<file path="src/hw/rtl/assert_macros.svh">
// assertion macros shared by the servo sequencer rtl
`ifndef ASSERT_MACROS_SVH
`define ASSERT_MACROS_SVH

// property checked on every clock edge outside reset
`define SRPS_ASSERT(lbl, prop, msg) \
    lbl: assert property (@(posedge i_clk) disable iff (!i_rst_n) prop) else $error(msg);

// condition now implies expression on the next edge
`define SRPS_ASSERT_NEXT(lbl, cond, expr, msg) \
    lbl: assert property (@(posedge i_clk) disable iff (!i_rst_n) cond |=> expr) else $error(msg);

`endif

</file>
<file path="src/hw/rtl/srps_pkg.sv">
// types, constants and helpers for the servo record and playback sequencer
package srps_pkg;

    localparam int MAX_POSITIONS = 16;
    localparam int CNT_W  = $clog2(MAX_POSITIONS + 1);
    localparam int IDX_W  = $clog2(MAX_POSITIONS + 2);
    localparam int ADDR_W = (MAX_POSITIONS > 1) ? $clog2(MAX_POSITIONS) : 1;

    localparam int WIDTH_W = 12;
    localparam int DWELL_W = 10;

    localparam logic [WIDTH_W-1:0] W_MIN  = 12'd600;
    localparam logic [WIDTH_W-1:0] W_MAX  = 12'd2400;
    localparam logic [WIDTH_W-1:0] W_HOME = 12'd1500;
    localparam logic [DWELL_W-1:0] DWELL_RESET = 10'd83;

    typedef enum logic [2:0] {
        F_TICK    = 3'd0,
        F_TRACK   = 3'd1,
        F_SAVE    = 3'd2,
        F_EXECUTE = 3'd3,
        F_CLEAR   = 3'd4
    } t_func;

    typedef enum logic [1:0] {
        CFG_HOME_A = 2'd0,
        CFG_HOME_B = 2'd1,
        CFG_HOME_C = 2'd2,
        CFG_DWELL  = 2'd3
    } t_cfg_reg;

    typedef enum logic [1:0] {
        PH_IDLE  = 2'd0,
        PH_MOVE  = 2'd1,
        PH_DWELL = 2'd2
    } t_phase;

    typedef struct packed {
        logic [WIDTH_W-1:0] a;
        logic [WIDTH_W-1:0] b;
        logic [WIDTH_W-1:0] c;
    } t_pos;

    typedef struct packed {
        logic step;
        logic track;
        logic load;
    } t_axis_ctl;

    function automatic logic [WIDTH_W-1:0] clamp_w(input logic [WIDTH_W-1:0] v);
        logic [WIDTH_W-1:0] r;
        r = v;
        if (v < W_MIN) begin
            r = W_MIN;
        end else if (v > W_MAX) begin
            r = W_MAX;
        end
        return r;
    endfunction

endpackage

</file>
<file path="src/hw/rtl/servo_record_playback_stepper.sv">
// top level of the three-axis servo record and playback sequencer
//
//  channel | direction | handshake                    | payload
//  --------+-----------+------------------------------+----------------------------------
//  in      | input     | i_in_valid / o_in_ready      | i_func, i_width_a/b/c
//  out     | output    | o_out_valid / i_out_ready    | o_out_a/b/c, o_busy_res,
//          |           |                              | o_saved_count, o_save_refused
//  cfg     | input     | i_cfg_valid / o_cfg_ready    | i_cfg_index, i_cfg_data
//
//  one item per cycle unless the output stalls; each result is registered at acceptance
//  the position memory is read every cycle at the next leg address, so its registered
//  read is hidden and a leg change may follow on every tick
//  synchronous reset restores home widths, empties the list and stops playback; no clearing pass
//  a stalled output holds the in channel until the result is taken
module servo_record_playback_stepper (
    input  logic                         i_clk,
    input  logic                         i_rst_n,
    input  logic                         i_in_valid,
    output logic                         o_in_ready,
    input  logic [2:0]                   i_func,
    input  logic [srps_pkg::WIDTH_W-1:0] i_width_a,
    input  logic [srps_pkg::WIDTH_W-1:0] i_width_b,
    input  logic [srps_pkg::WIDTH_W-1:0] i_width_c,
    output logic                         o_out_valid,
    input  logic                         i_out_ready,
    output logic [srps_pkg::WIDTH_W-1:0] o_out_a,
    output logic [srps_pkg::WIDTH_W-1:0] o_out_b,
    output logic [srps_pkg::WIDTH_W-1:0] o_out_c,
    output logic                         o_busy_res,
    output logic [srps_pkg::CNT_W-1:0]   o_saved_count,
    output logic                         o_save_refused,
    input  logic                         i_cfg_valid,
    output logic                         o_cfg_ready,
    input  logic [1:0]                   i_cfg_index,
    input  logic [srps_pkg::WIDTH_W-1:0] i_cfg_data
);
    import srps_pkg::*;
    `include "assert_macros.svh"

    // configuration
    logic [WIDTH_W-1:0] r_home_a;
    logic [WIDTH_W-1:0] r_home_b;
    logic [WIDTH_W-1:0] r_home_c;
    logic [DWELL_W-1:0] r_dwell;

    // sequencer state
    t_phase             r_phase;
    t_phase             n_phase;
    logic [IDX_W-1:0]   r_index;
    logic [IDX_W-1:0]   n_index;
    logic [CNT_W-1:0]   r_count;
    logic [CNT_W-1:0]   n_count;
    logic [DWELL_W-1:0] r_dcnt;
    logic [DWELL_W-1:0] n_dcnt;

    // output register
    logic               r_out_valid;
    logic [WIDTH_W-1:0] r_out_a;
    logic [WIDTH_W-1:0] r_out_b;
    logic [WIDTH_W-1:0] r_out_c;
    logic               r_out_busy;
    logic [CNT_W-1:0]   r_out_count;
    logic               r_out_refused;

    logic               in_acc;
    logic               idle;
    t_func              func;
    logic               all_arrive;
    logic               e_tick;
    logic               e_move_done;
    logic               e_dwell_set;
    logic               e_dwell_end;
    logic               e_leg;
    logic               e_exec;
    logic               e_save;
    logic               refused;
    logic [DWELL_W-1:0] dcnt_dec;
    logic [IDX_W-1:0]   leg_p;
    logic               leg_store;
    logic               leg_home;
    logic               load_home;
    logic               load_mem;
    t_pos               cur_next;
    t_pos               mem_rd;
    t_pos               load_pos;
    t_axis_ctl          ctl;
    logic               arr_a;
    logic               arr_b;
    logic               arr_c;

    assign o_in_ready  = !r_out_valid || i_out_ready;
    assign o_cfg_ready = 1'b1;
    assign in_acc      = i_in_valid && o_in_ready;
    assign idle        = (r_phase == PH_IDLE);
    assign func        = t_func'(i_func);
    assign all_arrive  = arr_a && arr_b && arr_c;

    // event decode
    always_comb begin
        e_tick      = in_acc && (func == F_TICK);
        e_move_done = e_tick && (r_phase == PH_MOVE) && all_arrive;
        e_dwell_set = e_move_done && (r_dwell != '0);
        dcnt_dec    = (r_dcnt != '0) ? (r_dcnt - DWELL_W'(1)) : r_dcnt;
        e_dwell_end = e_tick && (r_phase == PH_DWELL) && (dcnt_dec == '0);
        e_leg       = (e_move_done && (r_dwell == '0)) || e_dwell_end;
        e_exec      = in_acc && (func == F_EXECUTE) && idle;
        e_save      = in_acc && (func == F_SAVE) && idle
                      && (r_count < CNT_W'(MAX_POSITIONS));
        refused     = in_acc && (func == F_SAVE) && idle
                      && (r_count >= CNT_W'(MAX_POSITIONS));
        leg_p       = r_index + IDX_W'(1);
        leg_store   = (leg_p <= IDX_W'(r_count)) && (leg_p <= IDX_W'(MAX_POSITIONS));
        leg_home    = !leg_store && (leg_p == (IDX_W'(r_count) + IDX_W'(1)));
    end

    // playback phase
    always_comb begin
        n_phase = r_phase;
        unique case (r_phase)
            PH_IDLE: begin
                if (e_exec) begin
                    n_phase = PH_MOVE;
                end
            end
            PH_MOVE: begin
                if (e_dwell_set) begin
                    n_phase = PH_DWELL;
                end else if (e_leg) begin
                    n_phase = (leg_store || leg_home) ? PH_MOVE : PH_IDLE;
                end
            end
            PH_DWELL: begin
                if (e_leg) begin
                    n_phase = (leg_store || leg_home) ? PH_MOVE : PH_IDLE;
                end
            end
            default: begin
                n_phase = PH_IDLE;
            end
        endcase
    end

    // sequencer datapath
    always_comb begin
        n_index = r_index;
        n_count = r_count;
        n_dcnt  = r_dcnt;
        if (e_exec) begin
            n_index = '0;
            n_dcnt  = '0;
        end else if (e_leg) begin
            n_index = (leg_store || leg_home) ? leg_p : '0;
        end
        if (e_dwell_set) begin
            n_dcnt = r_dwell;
        end else if (e_tick && (r_phase == PH_DWELL)) begin
            n_dcnt = dcnt_dec;
        end
        if (e_save) begin
            n_count = r_count + CNT_W'(1);
        end else if (in_acc && (func == F_CLEAR) && idle) begin
            n_count = '0;
        end
        load_home = e_exec || (e_leg && leg_home);
        load_mem  = e_leg && leg_store;
        if (load_mem) begin
            load_pos = mem_rd;
        end else begin
            load_pos.a = clamp_w(r_home_a);
            load_pos.b = clamp_w(r_home_b);
            load_pos.c = clamp_w(r_home_c);
        end
        ctl.step  = e_tick && (r_phase == PH_MOVE);
        ctl.track = in_acc && (func == F_TRACK) && idle;
        ctl.load  = load_home || load_mem;
    end

    // the read address follows the next index, so the entry for the following leg
    // is already registered when it is needed; the list never changes during playback
    srps_store u_store (
        .i_clk   (i_clk),
        .i_we    (e_save),
        .i_waddr (r_count[ADDR_W-1:0]),
        .i_wdata (cur_next),
        .i_raddr (n_index[ADDR_W-1:0]),
        .o_rdata (mem_rd)
    );

    srps_axis u_axis_a (
        .i_clk     (i_clk),
        .i_rst_n   (i_rst_n),
        .i_ctl     (ctl),
        .i_track_w (i_width_a),
        .i_load_w  (load_pos.a),
        .o_next    (cur_next.a),
        .o_arrive  (arr_a)
    );

    srps_axis u_axis_b (
        .i_clk     (i_clk),
        .i_rst_n   (i_rst_n),
        .i_ctl     (ctl),
        .i_track_w (i_width_b),
        .i_load_w  (load_pos.b),
        .o_next    (cur_next.b),
        .o_arrive  (arr_b)
    );

    srps_axis u_axis_c (
        .i_clk     (i_clk),
        .i_rst_n   (i_rst_n),
        .i_ctl     (ctl),
        .i_track_w (i_width_c),
        .i_load_w  (load_pos.c),
        .o_next    (cur_next.c),
        .o_arrive  (arr_c)
    );

    always_ff @(posedge i_clk) begin
        if (!i_rst_n) begin
            r_home_a <= W_HOME;
            r_home_b <= W_HOME;
            r_home_c <= W_HOME;
            r_dwell  <= DWELL_RESET;
        end else if (i_cfg_valid) begin
            unique case (t_cfg_reg'(i_cfg_index))
                CFG_HOME_A: r_home_a <= i_cfg_data;
                CFG_HOME_B: r_home_b <= i_cfg_data;
                CFG_HOME_C: r_home_c <= i_cfg_data;
                CFG_DWELL:  r_dwell  <= i_cfg_data[DWELL_W-1:0];
                default:    r_dwell  <= r_dwell;
            endcase
        end
    end

    always_ff @(posedge i_clk) begin
        if (!i_rst_n) begin
            r_phase     <= PH_IDLE;
            r_index     <= '0;
            r_count     <= '0;
            r_dcnt      <= '0;
            r_out_valid <= 1'b0;
        end else begin
            r_phase <= n_phase;
            r_index <= n_index;
            r_count <= n_count;
            r_dcnt  <= n_dcnt;
            if (in_acc) begin
                r_out_valid <= 1'b1;
            end else if (i_out_ready) begin
                r_out_valid <= 1'b0;
            end
        end
    end

    always_ff @(posedge i_clk) begin
        if (in_acc) begin
            r_out_a       <= cur_next.a;
            r_out_b       <= cur_next.b;
            r_out_c       <= cur_next.c;
            r_out_busy    <= (n_phase != PH_IDLE);
            r_out_count   <= n_count;
            r_out_refused <= refused;
        end
    end

    assign o_out_valid    = r_out_valid;
    assign o_out_a        = r_out_a;
    assign o_out_b        = r_out_b;
    assign o_out_c        = r_out_c;
    assign o_busy_res     = r_out_busy;
    assign o_saved_count  = r_out_count;
    assign o_save_refused = r_out_refused;

    `SRPS_ASSERT(a_count_max, (r_count <= CNT_W'(MAX_POSITIONS)), "saved count beyond capacity")
    `SRPS_ASSERT(a_leg_range, (idle || (r_index <= (IDX_W'(r_count) + IDX_W'(1)))), "leg index past final home leg")
    `SRPS_ASSERT(a_refused_full, (!(r_out_valid && r_out_refused) || (r_count == CNT_W'(MAX_POSITIONS))), "save refused with room left")
    `SRPS_ASSERT_NEXT(a_result_follows, in_acc, r_out_valid, "accepted item gave no result")

endmodule

</file>
<file path="src/hw/rtl/srps_store.sv">
// position memory: one write port, one registered read port
module srps_store (
    input  logic                        i_clk,
    input  logic                        i_we,
    input  logic [srps_pkg::ADDR_W-1:0] i_waddr,
    input  srps_pkg::t_pos              i_wdata,
    input  logic [srps_pkg::ADDR_W-1:0] i_raddr,
    output srps_pkg::t_pos              o_rdata
);
    import srps_pkg::*;

    t_pos r_mem [MAX_POSITIONS];
    t_pos r_rdata;

    always_ff @(posedge i_clk) begin
        if (i_we) begin
            r_mem[i_waddr] <= i_wdata;
        end
    end

    always_ff @(posedge i_clk) begin
        r_rdata <= r_mem[i_raddr];
    end

    assign o_rdata = r_rdata;

endmodule

</file>
<file path="src/hw/rtl/srps_axis.sv">
// one axis: current and target width, 1 us stepping toward the target
module srps_axis (
    input  logic                         i_clk,
    input  logic                         i_rst_n,
    input  srps_pkg::t_axis_ctl          i_ctl,
    input  logic [srps_pkg::WIDTH_W-1:0] i_track_w,
    input  logic [srps_pkg::WIDTH_W-1:0] i_load_w,
    output logic [srps_pkg::WIDTH_W-1:0] o_next,
    output logic                         o_arrive
);
    import srps_pkg::*;

    logic [WIDTH_W-1:0] r_cur;
    logic [WIDTH_W-1:0] r_tgt;
    logic [WIDTH_W-1:0] n_cur;
    logic [WIDTH_W-1:0] n_tgt;
    logic [WIDTH_W-1:0] stepped;
    logic [WIDTH_W-1:0] track_c;

    always_comb begin
        stepped = r_cur;
        if (r_cur < r_tgt) begin
            stepped = r_cur + WIDTH_W'(1);
        end else if (r_cur > r_tgt) begin
            stepped = r_cur - WIDTH_W'(1);
        end
    end

    // arrival as seen after this tick's step
    assign o_arrive = (stepped == r_tgt);
    assign track_c  = clamp_w(i_track_w);

    always_comb begin
        n_cur = r_cur;
        n_tgt = r_tgt;
        if (i_ctl.track) begin
            n_cur = track_c;
            n_tgt = track_c;
        end else begin
            if (i_ctl.step) begin
                n_cur = stepped;
            end
            if (i_ctl.load) begin
                n_tgt = i_load_w;
            end
        end
    end

    always_ff @(posedge i_clk) begin
        if (!i_rst_n) begin
            r_cur <= W_HOME;
            r_tgt <= W_HOME;
        end else begin
            r_cur <= n_cur;
            r_tgt <= n_tgt;
        end
    end

    assign o_next = n_cur;

endmodule

</file>
<file path="config.mk">
export PLATFORM = sky130hd
export DESIGN_NAME = servo_record_playback_stepper
export DESIGN_NICKNAME = d
export VERILOG_FILES = /design/src/hw/rtl/srps_pkg.sv /design/src/hw/rtl/servo_record_playback_stepper.sv /design/src/hw/rtl/srps_store.sv /design/src/hw/rtl/srps_axis.sv
export VERILOG_INCLUDE_DIRS = /design/src /design/src/hw/rtl
export SDC_FILE = /design/constraint.sdc
export NUM_CORES = 1
export LEC_CHECK = 0
export BUFFER_PORTS_ARGS = -buffer_cell sky130_fd_sc_hd__buf_4
export CORE_MARGIN = 4
export CORE_UTILIZATION = 60
export DETAILED_ROUTE_END_ITERATION = 6
export MAX_ROUTING_LAYER = met4
export PLACE_DENSITY = 0.81
export SYNTH_ARGS = -nofsm -noshare
export SYNTH_HDL_FRONTEND = slang
export SYNTH_SLANG_ARGS = --single-unit
</file>
<file path="constraint.sdc">
create_clock -name i_clk -period 15 [get_ports i_clk]
set_clock_uncertainty 0.05 [all_clocks]
set_input_delay 2.25 -clock i_clk [delete_from_list [all_inputs] [get_ports i_clk]]
set_output_delay 2.25 -clock i_clk [all_outputs]
set_load 0.1 [all_outputs]
</file>
==> impl_metrics.csv <==
group,metric,value,unit
floorplanning,core_area,64350,um^2
routing,drc,0,
synthesis,synth.area.top_cells,"edfxtp_1, dfxtp_1, mux2_2, a211oi_1, o21ai_0",
synthesis,syn_area,38940,um^2
critical_path,critPathBufInv,4,
timing,hold_viol_final,0,
power_and_ir_drop,power_density,120.5,nW/um^2
critical_path,crit_path_frequent_cell,"buf_4",
timing,report.final.slew_viol_count,0,
critical_path,critical_path_class,"input pin to flop",
finish,syn_to_final_growth,10.63,%
outcome,outcome,"complete, no violations",
clocking,cts_tree,"yes",
global_route,grt_pass1_wl,178000,um
timing,worst_slack,7.842,ns
critical_path,path_cells,"buf_4, nor3_1, nand3_1, or3b_1, buf_4, nor2_1, o2111ai_1, nor4_1, nand4_1, nor4_4, mux2i_4, o21ai_4, buf_4, buf_4, mux2_2, a2111oi_2, nand4_1",
synthesis,synth_edf_count,619,
critical_path,worstPathMaxFanout,44,
critical_path,timing.rr.start,"u_axis_c.r_cur[7]",
timing,slew_headroom,6.107,%
global_route,grt.overflow.total,0,
clocking,clk_latency,0.64,ns
critical_path,endpoint_kind,"flop",
global_route,grt_pass1_vias,28510,
placement,io_buffers,102,
worst_hold_path,hold_start,"r_index[4]",
global_route,antenna_found_initial,3,
global_route,grt_max_degree,218,
synthesis,synthCells,3394,
floorplanning,rows,93,
synthesis,ys_warn_count,0,
clocking,cts_resized,0,
timing,max_slew.worst_pin.slew,1.399,ns
critical_path,startpoint,"i_func[2]",
clocking,cts_sinks,796,
finish,drive_above_1_share,16.03,%
synthesis,ys_types,117,
critical_path,cp_slowest_cell,"buf_4",
routing,drtIter0Drc,3530,
synthesis,synthesis.nets,3505,
routing,dr.pass1.iters,5,
power_and_ir_drop,ir_worst_vdd,0.1537,mV
power_and_ir_drop,intPower,3.822,mW
clocking,cts_setup_buffers,0,
routing,via_count,29310,
worst_hold_path,min-delay-path-class,"flop to flop",
timing,finalSetupViolCount,0,
clocking,htreeDepth,3,
critical_path,critPathArrivalTime,7.57,ns
clocking,cts_buffer_depth,3,
synthesis,async_reset_ff_share,0,%
floorplanning,die_h,262.8,um
finish,n_fill_cell,4621,
timing,setup_tns,0,ns
power_and_ir_drop,seqPwrFrac,47.3,%
timing,fin_crit_sh,47.72,%
clocking,clk_pin_slew,0.06,ns
power_and_ir_drop,p_clk_share,39.4,%
finish,fin_nets,3525,
synthesis,seq_area_frac_synth,56.83,%
synthesis,syn_area_per_cell,11.47,um^2
timing,rsz0062_at_grt,"no",
timing,fmax,0.1397,GHz
placement,gp_congestion,0.9989,
timing,period_needed,7.158,ns
critical_path,cp.required,15.42,ns
synthesis,synth-seq-cells,796,
placement,dp_slack,7.388,ns
power_and_ir_drop,power.leakage,15.28,nW
routing,routed_wl,119400,um
synthesis,synth-main-ff-cell,"edfxtp_1",
clocking,hold_buffers,0,
routing,wl_per_cell,27.52,um
synthesis,synthDominantCellAreaShare,47.73,%
placement,place_hpwl,73630,um
floorplanning,die_w,262.8,um
critical_path,critPathTopFamily,"simple AND/OR/NAND/NOR gates",
critical_path,max_stage_delay,0.61,ns
finish,seq_area,22130,um^2
finish,multi_input_area,15140,um^2
floorplanning,io_pins,104,
routing,viasPerCell,6.758,
synthesis,synth_top_area_cell,"edfxtp_1",
power_and_ir_drop,p_sw,1.367,mW
power_and_ir_drop,switching_share,26.34,%
floorplanning,dieArea,69040,um^2
clocking,cts_root_buffer,"clkbuf_16",
clocking,cts_buffers,81,
power_and_ir_drop,p_comb_share,13.3,%
global_route,gr-usage-all-layers,34.48,%
routing,ant_nets,0,
floorplanning,start_util,60.51,%
flow_run,maxCapViolations,0,
critical_path,critical_path.startpoint_type,"input pin",
## final cells by class
cell class                 instances  share of cell area (%)
clock inverter                    42                   1.115
timing repair buffer             174                   3.090
clock buffer                     108                   5.109
sequential                       796                   51.37
inverter                         192                   1.673
antenna                            1                0.005809
tap                              855                   2.483
multi-input combinational       2169                   35.15
## per-layer routing
| layer | track usage (%) | wire [um] | share of wire [%] |
|---|---|---|---|
| met4 | 15.11 | 5654 | 4.7 |
| met1 | 44.85 | 45430 | 38 |
| met3 | 5.084 | 11750 | 9.8 |
| met2 | 54.50 | 56530 | 47 |
| met5 | - | 0 | 0 |
## power groups by stage
stage / combinational, mW / clock, mW / sequential (mW)
6_report: 0.689 / 2.04 / 2.46
5_1_grt: 0.732 / 2.15 / 2.46
4_1_cts: 0.681 / 2.06 / 2.45
3_5_place_dp: 0.675 / 0 / 2.50
3_3_place_gp: 0.659 / 0 / 2.50
2_1_floorplan: 0.444 / 0 / 2.51
## cells by family after synthesis
kind of cell / Yosys count / share of synthesized area, %
xor gates and xnor gates: 92 / 2.069
DFF: 796 / 56.83
AOI/OAI and AO/OA: 893 / 16.97
other: 1 / 0.009630
adders and majority gates: 54 / 1.729
buffers and inverters: 429 / 4.614
muxes: 145 / 4.200
and+or+nand+nor: 984 / 13.58
## tightest hold or removal path, cell delays in order, from the launching register on
cell	delay, ns
dfxtp_1	0.32
nand2_1	0.05
a21oi_1	0.05
## registers in the layout (all words and copies together), names as in the netlist, 10 cells and up
signal / count
u_axis_b.r_tgt: 12
r_home_a: 12
o_out_a: 12
r_home_c: 12
r_dcnt: 10
u_store.o_rdata: 36
r_dwell: 10
u_axis_c.r_tgt: 12
u_axis_b.r_cur: 12
u_axis_a.r_cur: 12
o_out_b: 12
o_out_c: 12
u_axis_c.r_cur: 12
u_axis_a.r_tgt: 12
r_home_b: 12
u_store.r_mem: 576
## metrics by stage
step	util, %	cells	hold WS (ns)	area, um^2	power [mW]
after floorplan	-	3394	0.3936	38940	2.955
after global placement	62.76	4186	0.4024	40380	3.158
after detailed placement	62.76	4186	0.4098	40380	3.174
after CTS	66.93	4336	0.4190	43070	5.193
after global routing	66.95	4337	0.4513	43080	5.341
final	66.95	4337	0.4184	43080	5.189
## placed cells by master, fill, tap and decap left out, drive strengths merged, types with 110 or more instances in the layout
master / n
a21oi: 110
nand2: 237
or3: 127
a211oi: 139
inv: 193
edfxtp: 619
nor2: 148
dfxtp: 177
mux2: 117
buf: 174
o21ai: 214
## synthesized netlist by cell type (18+ instances only)
| master | count |
|---|---|
| a2111oi_2 | 32 |
| a211oi_1 | 138 |
| a21boi_0 | 71 |
| a21o_1 | 18 |
| a21oi_1 | 106 |
| a22oi_2 | 30 |
| a31oi_1 | 20 |
| and2_1 | 48 |
| and3_1 | 87 |
| buf_2 | 50 |
| clkbuf_1 | 162 |
| dfxtp_1 | 177 |
| edfxtp_1 | 619 |
| ha_1 | 53 |
| inv_1 | 191 |
| mux2_1 | 20 |
| mux2_2 | 97 |
| mux2i_1 | 25 |
| nand2_1 | 237 |
| nand2b_1 | 19 |
| nand3_1 | 80 |
| nand4_1 | 59 |
| nor2_1 | 146 |
| nor3_1 | 50 |
| nor4_1 | 20 |
| o211ai_1 | 88 |
| o21ai_0 | 205 |
| or2_2 | 25 |
| or3_1 | 124 |
| xnor2_1 | 64 |
| xor2_1 | 28 |
## final timing paths
kind | endpoint | depth (start not counted) | slack [ns]
worst min register to register | r_index[4] | 2 | 0.42
worst min-delay path | r_index[4] | 2 | 0.42
worst max-delay path | u_store.o_rdata[20] | 17 | 7.84
worst max register to register | u_store.o_rdata[20] | 15 | 8.06
Power figures use the tool's default switching activity.
